## src/rtl/core/hdt_pkg.sv

```systemverilog
// shared types and constants for the head/tail frame deframer
`timescale 1ns / 1ps
package hdt_pkg;

    // default frame capacity in bytes
    localparam int FRAME_BYTES_DEF = 64;

    // field widths
    localparam int BYTE_W  = 8;
    localparam int WORD_W  = 32;
    localparam int IDX_W   = 6;
    localparam int LEN_W   = 7;
    localparam int OUT_W   = 24;
    localparam int CFG_W   = 32;

    // register reset values
    localparam logic [BYTE_W-1:0] HEAD_RESET = 8'hEE;
    localparam logic [WORD_W-1:0] TAIL_RESET = 32'hFFFC_FFFF;

    // key decode
    localparam int                KEY_BYTE_POS  = 6;
    localparam int                KIND_BYTE_POS = 9;
    localparam logic [BYTE_W-1:0] KIND_RELEASE  = 8'd2;
    localparam logic [BYTE_W-1:0] KEY_OFFSET    = 8'h80;

    // queue between front and back
    localparam int Q_DEPTH = 2;
    localparam int Q_PTR_W = $clog2(Q_DEPTH);
    localparam int Q_CNT_W = $clog2(Q_DEPTH + 1);

    // configuration register indexes
    typedef enum logic [0:0] {
        CFG_HEAD_BYTE = 1'b0,
        CFG_TAIL_WORD = 1'b1
    } cfg_index_t;

    // classified item passed from front to back
    typedef struct packed {
        logic              stored;
        logic [IDX_W-1:0]  store_index;
        logic              frame_done;
        logic [LEN_W-1:0]  frame_length;
        logic [BYTE_W-1:0] key_byte;
        logic [BYTE_W-1:0] kind_byte;
    } hdt_entry_t;

endpackage

```

## src/rtl/core/head_tail_frame_deframer_unit.sv

```systemverilog
// top level of the head/tail frame deframer
// a result is registered in the queue and offered once earlier results have been taken
// throughput: one byte per cycle while the queue has room
// a two-entry queue lets input continue while one result waits at the output
// reset (rst_n low, asynchronous) clears position, window, stored key bytes and queue,
// and loads head_byte 0xEE and tail_word 0xFFFCFFFF
`timescale 1ns / 1ps
module head_tail_frame_deframer_unit
    import hdt_pkg::*;
#(
    parameter int FRAME_BYTES = FRAME_BYTES_DEF
)
(
    input  logic              clk,
    input  logic              rst_n,
    // configuration write port
    input  logic              cfg_we,
    input  logic [0:0]        cfg_index,
    input  logic [CFG_W-1:0]  cfg_data,
    // input stream
    input  logic              s_axis_tvalid,
    output logic              s_axis_tready,
    input  logic [BYTE_W-1:0] s_axis_tdata,   // [7:0] rx_byte
    // result stream
    output logic              m_axis_tvalid,
    input  logic              m_axis_tready,
    // [0] stored, [6:1] store_index, [7] frame_done, [14:8] frame_length,
    // [15] key_valid, [23:16] key_code
    output logic [OUT_W-1:0]  m_axis_tdata
);

    logic       in_accept;
    logic       out_accept;
    hdt_entry_t front_entry;
    hdt_entry_t queue_head;

    assign in_accept  = s_axis_tvalid && s_axis_tready;
    assign out_accept = m_axis_tvalid && m_axis_tready;

    // classify and track the frame
    hdt_front #(
        .FRAME_BYTES (FRAME_BYTES)
    ) u_front (
        .clk       (clk),
        .rst_n     (rst_n),
        .cfg_we    (cfg_we),
        .cfg_index (cfg_index),
        .cfg_data  (cfg_data),
        .accept    (in_accept),
        .rx_byte   (s_axis_tdata),
        .entry     (front_entry)
    );

    // decouple input and output
    hdt_queue u_queue (
        .clk       (clk),
        .rst_n     (rst_n),
        .push      (in_accept),
        .push_data (front_entry),
        .not_full  (s_axis_tready),
        .pop       (out_accept),
        .not_empty (m_axis_tvalid),
        .head_data (queue_head)
    );

    // decode and pack the result
    hdt_back u_back (
        .entry  (queue_head),
        .result (m_axis_tdata)
    );

    // after an accepted item the output is always valid in the next cycle
    assert property (@(posedge clk) disable iff (!rst_n) in_accept |=> m_axis_tvalid)
        else $error("accepted item did not reach the output");

    // input only stalls while results are pending
    assert property (@(posedge clk) disable iff (!rst_n) !s_axis_tready |-> m_axis_tvalid)
        else $error("input stalled with empty queue");

    // key event only on a completed frame
    assert property (@(posedge clk) disable iff (!rst_n)
        (m_axis_tvalid && m_axis_tdata[15]) |-> m_axis_tdata[7])
        else $error("key event without completed frame");

    // index is zero when the byte was not stored
    assert property (@(posedge clk) disable iff (!rst_n)
        (m_axis_tvalid && !m_axis_tdata[0]) |-> (m_axis_tdata[6:1] == '0))
        else $error("store index set on unstored byte");

endmodule

```

## src/rtl/core/hdt_front.sv

```systemverilog
// front end: head detect, position and tail window tracking, classification
`timescale 1ns / 1ps
module hdt_front
    import hdt_pkg::*;
#(
    parameter int FRAME_BYTES = FRAME_BYTES_DEF
)
(
    input  logic              clk,
    input  logic              rst_n,
    input  logic              cfg_we,
    input  logic [0:0]        cfg_index,
    input  logic [CFG_W-1:0]  cfg_data,
    input  logic              accept,
    input  logic [BYTE_W-1:0] rx_byte,
    output hdt_entry_t        entry
);

    localparam int POS_W = $clog2(FRAME_BYTES + 1);
    localparam logic [POS_W-1:0] POS_MAX  = POS_W'(FRAME_BYTES);
    localparam logic [POS_W-1:0] POS_KEY  = POS_W'(KEY_BYTE_POS);
    localparam logic [POS_W-1:0] POS_KIND = POS_W'(KIND_BYTE_POS);

    logic [BYTE_W-1:0] head_reg;
    logic [WORD_W-1:0] tail_reg;
    logic [POS_W-1:0]  pos_reg, pos_next;
    logic [WORD_W-1:0] win_reg, win_next;
    logic [BYTE_W-1:0] key_reg, key_next;
    logic [BYTE_W-1:0] kind_reg, kind_next;

    logic              take;
    logic              room;
    logic              hit;
    logic [POS_W-1:0]  pos_inc;
    logic [WORD_W-1:0] win_shift;

    // configuration registers
    always_ff @(posedge clk or negedge rst_n)
    begin
        if (!rst_n)
        begin
            head_reg <= HEAD_RESET;
            tail_reg <= TAIL_RESET;
        end
        else if (cfg_we)
        begin
            unique case (cfg_index_t'(cfg_index))
                CFG_HEAD_BYTE: head_reg <= cfg_data[BYTE_W-1:0];
                CFG_TAIL_WORD: tail_reg <= cfg_data[WORD_W-1:0];
                default:       head_reg <= head_reg;
            endcase
        end
    end

    // classify the byte and work out the next frame state
    always_comb
    begin
        take      = accept && !((pos_reg == '0) && (rx_byte != head_reg));
        room      = pos_reg < POS_MAX;
        pos_inc   = room ? pos_reg + POS_W'(1) : pos_reg;
        win_shift = {win_reg[WORD_W-BYTE_W-1:0], rx_byte};
        hit       = take && (win_shift == tail_reg);

        key_next  = (take && room && pos_reg == POS_KEY)  ? rx_byte : key_reg;
        kind_next = (take && room && pos_reg == POS_KIND) ? rx_byte : kind_reg;

        pos_next  = pos_reg;
        win_next  = win_reg;
        if (take)
        begin
            pos_next = hit ? '0 : pos_inc;
            win_next = hit ? '0 : win_shift;
        end
    end

    // frame state; only bytes 6 and 9 of the frame are kept
    always_ff @(posedge clk or negedge rst_n)
    begin
        if (!rst_n)
        begin
            pos_reg  <= '0;
            win_reg  <= '0;
            key_reg  <= '0;
            kind_reg <= '0;
        end
        else
        begin
            pos_reg  <= pos_next;
            win_reg  <= win_next;
            key_reg  <= key_next;
            kind_reg <= kind_next;
        end
    end

    // item handed to the queue
    always_comb
    begin
        entry              = '0;
        entry.stored       = take && room;
        entry.store_index  = (take && room) ? IDX_W'(pos_reg) : '0;
        entry.frame_done   = hit;
        entry.frame_length = hit ? LEN_W'(pos_inc) : '0;
        entry.key_byte     = key_next;
        entry.kind_byte    = kind_next;
    end

endmodule

```

## src/rtl/core/hdt_queue.sv

```systemverilog
// short queue between the front end and the output side
`timescale 1ns / 1ps
module hdt_queue
    import hdt_pkg::*;
(
    input  logic       clk,
    input  logic       rst_n,
    input  logic       push,
    input  hdt_entry_t push_data,
    output logic       not_full,
    input  logic       pop,
    output logic       not_empty,
    output hdt_entry_t head_data
);

    hdt_entry_t         mem_reg [Q_DEPTH];
    logic [Q_PTR_W-1:0] wr_ptr_reg;
    logic [Q_PTR_W-1:0] rd_ptr_reg;
    logic [Q_CNT_W-1:0] cnt_reg;

    assign not_full  = cnt_reg != Q_CNT_W'(Q_DEPTH);
    assign not_empty = cnt_reg != '0;
    assign head_data = mem_reg[rd_ptr_reg];

    // storage
    always_ff @(posedge clk)
    begin
        if (push)
        begin
            mem_reg[wr_ptr_reg] <= push_data;
        end
    end

    // pointers and fill count
    always_ff @(posedge clk or negedge rst_n)
    begin
        if (!rst_n)
        begin
            wr_ptr_reg <= '0;
            rd_ptr_reg <= '0;
            cnt_reg    <= '0;
        end
        else
        begin
            if (push)
            begin
                wr_ptr_reg <= (wr_ptr_reg == Q_PTR_W'(Q_DEPTH - 1)) ? '0
                                                                   : wr_ptr_reg + 1'b1;
            end
            if (pop)
            begin
                rd_ptr_reg <= (rd_ptr_reg == Q_PTR_W'(Q_DEPTH - 1)) ? '0
                                                                   : rd_ptr_reg + 1'b1;
            end
            if (push && !pop)
            begin
                cnt_reg <= cnt_reg + 1'b1;
            end
            else if (pop && !push)
            begin
                cnt_reg <= cnt_reg - 1'b1;
            end
        end
    end

endmodule

```

## src/rtl/core/hdt_back.sv

```systemverilog
// back end: key decode and result packing
`timescale 1ns / 1ps
module hdt_back
    import hdt_pkg::*;
(
    input  hdt_entry_t       entry,
    output logic [OUT_W-1:0] result
);

    logic              key_valid;
    logic [BYTE_W-1:0] key_code;

    // key event on a completed frame with nonzero kind byte
    always_comb
    begin
        key_valid = entry.frame_done && (entry.kind_byte != '0);
        key_code  = '0;
        if (key_valid)
        begin
            key_code = (entry.kind_byte == KIND_RELEASE) ? entry.key_byte + KEY_OFFSET
                                                         : entry.key_byte;
        end
    end

    assign result = {key_code, key_valid, entry.frame_length, entry.frame_done,
                     entry.store_index, entry.stored};

endmodule

```

## config.mk

```make
export PLATFORM = sky130hd
export DESIGN_NAME = head_tail_frame_deframer_unit
export DESIGN_NICKNAME = d
export VERILOG_FILES = /design/src/rtl/core/hdt_pkg.sv /design/src/rtl/core/head_tail_frame_deframer_unit.sv /design/src/rtl/core/hdt_front.sv /design/src/rtl/core/hdt_queue.sv /design/src/rtl/core/hdt_back.sv
export SDC_FILE = /design/constraint.sdc
export NUM_CORES = 1
export LEC_CHECK = 0
export BUFFER_PORTS_ARGS = -buffer_cell sky130_fd_sc_hd__buf_2
export CORE_MARGIN = 10
export CORE_UTILIZATION = 40
export DETAILED_ROUTE_END_ITERATION = 12
export GPL_TIMING_DRIVEN = 0
export SETUP_SLACK_MARGIN = 0.1
export SLEW_MARGIN = 20
export SYNTH_ARGS = -nofsm -noshare
export SYNTH_HDL_FRONTEND = slang
export SYNTH_SLANG_ARGS = --single-unit
```

## constraint.sdc

```tcl
create_clock -name clk -period 3.69 [get_ports clk]
set_input_delay 0.1845 -clock clk [delete_from_list [all_inputs] [get_ports clk]]
set_output_delay 0.1845 -clock clk [all_outputs]
set_load 0.01 [all_outputs]
```

==> qor.yml, run 1 <==
synth_area_leaders: "edfxtp_1 29%, dfrtp_1 21%, dfstp_2 15%"
rsz0062_at_grt: "no"
synth_area_per_cell_um2: 15.1
yosysTopAreaCellShare: 0.285
die-area_um2: 21800
setup_viol: 0
routedWlPerCell_um: 18.1
crit_chain: "clkbuf_1 -> nor4b_1 -> nand2_1 -> nand2_1 -> a21o_1 -> clkbuf_1 -> inv_1 -> buf_4 -> buf_2"
placed_cells: 722
die_w_um: 148
ys_async_sr_fraction: 0.595
cts_sinks: 153
antenna_found_initial: 0
synthTopCellsByCount: "70 x mux2_2, 62 x edfxtp_1, 55 x dfrtp_1"
grt_usage: 0.134
grt_pass1_vias: 4206
design_area_um2: 8060
dr.pass1.iters: 4
initial_core_util: 0.409
cap_violations: 0
grt_max_degree: 51
total_power_mw: 5.48
yosysWarnings: 0
yosysMostFrequentCell: "mux2_2"
p_seq_frac: 0.443
cts_tree: "built"
gr-total-overflow: 0
drive_above_1_share: 0.422
synthCells: 432
cts_root_buffer: "clkbuf_16"
fin_nets: 600
cpLargestDelayFamily: "buffers and inverters"
swShare: 0.283
synth_top_area_cell: "edfxtp_1"
place_area_um2: 7240
slowest_stage: "clkbuf_1"
vias: 3905
vias_per_cell: 5.02
yosysSeqAreaShare: 0.641
io_buffers: 71
place_congestion: 0.793
synth_cell_types: 46
n_antenna_cell: 0
status: "finished clean"
drc: 0
finalClockSkew_ns: 0.00791
slew_viol_final: 0
hold_violations: 0
synth_edf_count: 62
routed_wl_um: 14100
ir_drop_uv: 331
endpoint_kind: "output pin"
finalNonFillerCells: 778
cts-htree-levels: 4
grt_pass1_wl_um: 22800
tns_ns: 0
max_freq_ghz: 0.380
clk_latency_ns: 0.42
ys_ff_latch: 153
top_level_ports: 72
critPathMaxStageDelay_ns: 0.39
crit_fanout: 9
clk_pin_slew_ns: 0.06
arrival_ns: 2.45
cts_buffers: 17
crit_type: "reg2out"
p_int_mw: 3.93
worstPathRequired_ns: 3.51
cts.path.max_buffers: 2
max-slew-margin-rel: 0.504
fin_crit_sh: 0.714
area_growth_pct: 23.6
ctsResizeCount: 0
pwr-share-clk: 0.310
holdCritPathClass: "in2reg"
drt_iter0_drc: 266
final_core_util: 0.506
startpoint_type: "flop"
path_buf_inv: 5
worstMarginPinSlew_ns: 0.745
finalCriticalPeriod_ns: 2.63
die_h_um: 148
p_leak_nw: 3.30
p_comb_frac: 0.247
core_area_um2: 15900
switchingPower_mw: 1.55
ys.flop_type: "edfxtp_1"
dp_hpwl_um: 9860
power_density_nw_per_um2: 680
fp-row-count: 46
syn-num-nets: 483
largest_register_ffs: 62
ant_nets: 0
syn_area_um2: 6520
[cells in the final DEF (no fill, tap or decap), types with 8 or more instances in the layout]
| cell | instances |
|---|---|
| a22o_1 | 20 |
| buf_2 | 75 |
| clkbuf_1 | 11 |
| clkbuf_16 | 17 |
| dfrtp_1 | 55 |
| dfstp_2 | 36 |
| dlygate4sd3_1 | 24 |
| edfxtp_1 | 62 |
| mux2_2 | 70 |
| mux2i_1 | 10 |
| nand2_1 | 13 |
| nand4_1 | 8 |
| nor2_1 | 13 |
| xnor2_1 | 36 |
| xor2_1 | 11 |
[kinds of logic after synthesis]
family	count (synthesis)	share of synthesized area
AND/OR/NAND/NOR	74	0.0694
adder cells (fa/ha/maj)	5	0.00959
flip-flops	153	0.641
buffers and inverters	25	0.0182
XOR/XNOR	47	0.0631
multiplexers	80	0.136
AO/OA/AOI/OAI	48	0.0620
[layer usage]
layer,wire length (µm),track usage,up-vias
li1,-,-,1822
met1,6170,0.164,1988
met2,6970,0.216,81
met3,732,0.0446,14
met4,200,0.0510,0
met5,0,0,-
[power by group through the flow]
stage	logic, mW	clock network (mW)	registers [mW]
finish	1.35	1.70	2.43
global route	1.49	1.83	2.47
CTS	1.38	1.74	2.43
detailed placement	1.35	0	2.45
global placement	1.28	0	2.45
floorplan	0.922	0	2.39
[repair_timing]
| action | 4_1_cts | 5_1_grt |
|---|---|---|
| hold endpoints to repair | 58 | 0 |
| setup buffers | 0 | 0 |
| endpoints found under the setup margin | 0 | 0 |
| hold buffers | 24 | 0 |
[through the flow]
step | setup slack [ns] | hold WS (ns)
floorplan | 1.03 | -0.111
global placement | 0.0309 | 0.418
detailed placement | 1.29 | 0.129
CTS | 1.01 | 0.0000867
global route | 0.815 | 0.00282
finish | 1.06 | 0.0185
[worst register-to-register path, delay by kind of cell (launching register included)]
family / cells / cell delay (ns)
XOR/XNOR: 1 / 0.13
flip-flops: 1 / 0.54
AND/OR/NAND/NOR: 3 / 1.02
AO/OA/AOI/OAI: 1 / 0.43
[path summary, 6_finish.rpt]
kind / depth (start not counted) / end / slack (ns) / start
worst max-delay path: 9 / m_axis_tdata[15] / 1.06 / u_queue.rd_ptr_reg
worst min-delay path: 2 / u_front.tail_reg[4] / 0.02 / cfg_data[4]
worst max register to register: 5 / u_queue.mem_reg[1][17] / 1.33 / u_front.tail_reg[11]
worst min register to register: 1 / u_queue.cnt_reg[1] / 0.48 / u_queue.cnt_reg[1]
max in group asynchronous: 3 / u_front.head_reg[1] / 2.80 / rst_n
min in group asynchronous: 2 / u_front.tail_reg[16] / 0.25 / rst_n
[area by class of cell]
cell class / count / area, µm²
clock buffer: 24 / 492
sequential: 153 / 4180
buffer: 19 / 96.3
timing repair buffer: 98 / 669
clock inverter: 8 / 93.8
tap: 216 / 270
fill: 1419 / 7880
multi-input combinational: 254 / 2230
inverter: 6 / 22.5
Power figures use the tool's default switching activity.
==> run 2, diff against run 1 <==
clock period = 2.6 ns   (was 3.69 ns; I/O delays follow)
==> run 2 against run 1 <==
Routed wire length up 0.54%. Clock power is 42% higher. Sequential power increased by 43%. Die area did not move. Core utilization rose by 0.61 points. Power increased by 42%. Cell area up 1.2%. Via count up 0.90%. Worst hold slack better by 0.029 ns. Cell count grew 1.2%. Highest routed layer unchanged.
==> qor.yml, run 2 (synthesis results as in run 1) <==
grt_pass1_wl_um: 23000  # was 22800 µm
switchingPower_mw: 2.20  # was 1.55 mW
cts_root_buffer: "clkbuf_16"  # unchanged
grt_pass1_vias: 4258  # was 4206
startpoint_type: "flop"  # unchanged
fin_crit_sh: 0.900
p_comb_frac: 0.243  # was 0.247
top_level_ports: 72  # unchanged
swShare: 0.283  # about the same
pre_cts_slack_ns: 0.199  # was 1.29 ns
clk_latency_ns: 0.42  # about the same
arrival_ns: 2.51  # was 2.45 ns
critPathMaxStageDelay_ns: 0.54  # was 0.39 ns
cts_buffers: 17  # unchanged
cap_violations: 0  # unchanged
status: "finished clean"  # unchanged
p_int_mw: 5.58  # was 3.93 mW
die_h_um: 148  # unchanged
endpoint_kind: "flop"  # was output pin
routedWlPerCell_um: 18.0  # was 18.1 µm
place_congestion: 0.793  # unchanged
fin_ws_ns: 0.259  # was 1.06 ns
finalCriticalPeriod_ns: 2.34
ir_drop_uv: 474  # was 331 µV
die_w_um: 148  # unchanged
grt_usage: 0.135  # was 0.134
antenna_found_initial: 0  # unchanged
drive_above_1_share: 0.419  # was 0.422
mostFrequentLayoutCells: "75 x buf_2, 70 x mux2_2, 62 x edfxtp_1, 55 x dfrtp_1"  # unchanged
cts_tree: "built"  # unchanged
power_density_nw_per_um2: 954  # was 680 nW/µm²
dp_hpwl_um: 9860  # unchanged
holdCritPathClass: "in2reg"  # unchanged
clk_pin_slew_ns: 0.06  # about the same
n_antenna_cell: 0  # unchanged
max_freq_ghz: 0.427
layout_commonest_cell: "buf_2"  # unchanged
fin_nets: 609  # was 600
routed_wl_um: 14200  # was 14100 µm
core_area_um2: 15900  # unchanged
dr.pass1.iters: 4  # unchanged
largest_register_ffs: 62  # unchanged
cts_sinks: 153  # unchanged
io_buffers: 71  # unchanged
drt_iter0_drc: 272  # was 266
crit_chain: "xnor2_1 -> nand4_1 -> nor4_4 -> nand2_2 -> a211oi_1"  # was clkbuf_1 -> nor4b_1 -> nand2_1 -> nand2_1 -> a21o_1 -> clkbuf_1 -> inv_1 -> buf_4 -> buf_2
grt_max_degree: 51  # unchanged
slew_viol_final: 0  # unchanged
finalClockSkew_ns: 0.00822  # was 0.00791 ns
drc: 0  # unchanged
crit_type: "reg2reg"  # was reg2out
p_leak_nw: 3.34  # was 3.30 nW
r2r_cells: 5  # unchanged
fp-row-count: 46  # unchanged
whs_path_depth: 2  # unchanged
pwr-share-clk: 0.311  # was 0.310
initial_core_util: 0.409  # unchanged
hold_violations: 0  # unchanged
area_growth_pct: 25.1  # was 23.6%
setup_viol: 0  # unchanged
worstMarginPinSlew_ns: 0.737  # was 0.745 ns
gr-total-overflow: 0  # unchanged
vias_per_cell: 5.01  # was 5.02
die-area_um2: 21800  # unchanged
cts-htree-levels: 4  # unchanged
rsz0062_at_grt: "no"  # unchanged
final_core_util: 0.512  # was 0.506
ant_nets: 0  # unchanged
ctsResizeCount: 0  # unchanged
vias: 3940  # was 3905
cts.path.max_buffers: 2  # unchanged
slowest_stage: "nor4_4"  # was clkbuf_1
crit_fanout: 9  # unchanged
worstPathRequired_ns: 2.77  # was 3.51 ns
max-slew-margin-rel: 0.509  # was 0.504
p_seq_frac: 0.446  # was 0.443
[run 2: cell types whose count changed in the layout (fill, tap and decap cells not counted)]
cell,delta
clkbuf_1,-2
dlygate4sd3_1,+9
buf_4,+2
[run 2: through the flow]
stage	total power, mW	cell area, µm²	TNS [ns]	std cells	hold slack [ns]
3_3_place_gp	5.30	7150	-62.34	719	0.364
3_5_place_dp	5.41	7240	0	722	0.0743
4_1_cts	7.89	8150	0	786	0.0302
6_report	7.78	8160	0	787	0.0471
2_1_floorplan	4.71	6520	-3.71	432	-0.166
5_1_grt	8.21	8160	0	787	0.0482
[run 2: worst paths after layout]
check	start	to	slack [ns]
max	u_front.tail_reg[27]	u_queue.mem_reg[1][17]	0.26
min	s_axis_tdata[5]	u_front.win_reg[5]	0.05
max reg2reg	u_front.tail_reg[27]	u_queue.mem_reg[1][17]	0.26
min reg2reg	u_queue.cnt_reg[1]	u_queue.cnt_reg[1]	0.48
max in group asynchronous	rst_n	u_front.head_reg[1]	1.76
min in group asynchronous	rst_n	u_front.tail_reg[16]	0.20
[run 2: area by class of cell]
cell class              instances  area (µm²)
fillers                      1406        7780
flip-flops and latches        153        4180
multi-input cells             254        2230
repair buffers                109         774
clock buffers                  24         492
well taps                     216         270
clock inverters                 8        93.8
plain buffers                  17        88.8
inverters                       6        22.5
[run 2: what timing repair did]
item,4_1_cts,5_1_grt
setup buffers,0,2
pin swaps,0,1
endpoints found under the hold margin,81,0
setup endpoints to repair,9,13
gates cloned,0,0
hold buffers,33,0
[run 2: power groups by stage]
stage	clock network, mW	logic [mW]	registers [mW]
floorplan	0	1.31	3.40
global placement	0	1.82	3.48
detailed placement	0	1.92	3.48
CTS	2.47	1.94	3.47
global route	2.60	2.09	3.53
finish	2.42	1.89	3.47
[run 2: worst max-delay path, delay by kind of cell (launching register included)]
kind | cells | cell delay, ns
simple gates | 3 | 1.02
flops | 1 | 0.53
compound gates | 1 | 0.43
xor+xnor | 1 | 0.12
[run 2: metal layers]
| metal | part of all wire | routed length (µm) | global-route usage |
|---|---|---|---|
| met5 | 0 | 0 | 0 |
| met4 | 0.016 | 220 | 0.0510 |
| met3 | 0.045 | 633 | 0.0418 |
| met2 | 0.50 | 7070 | 0.218 |
| met1 | 0.44 | 6220 | 0.166 |
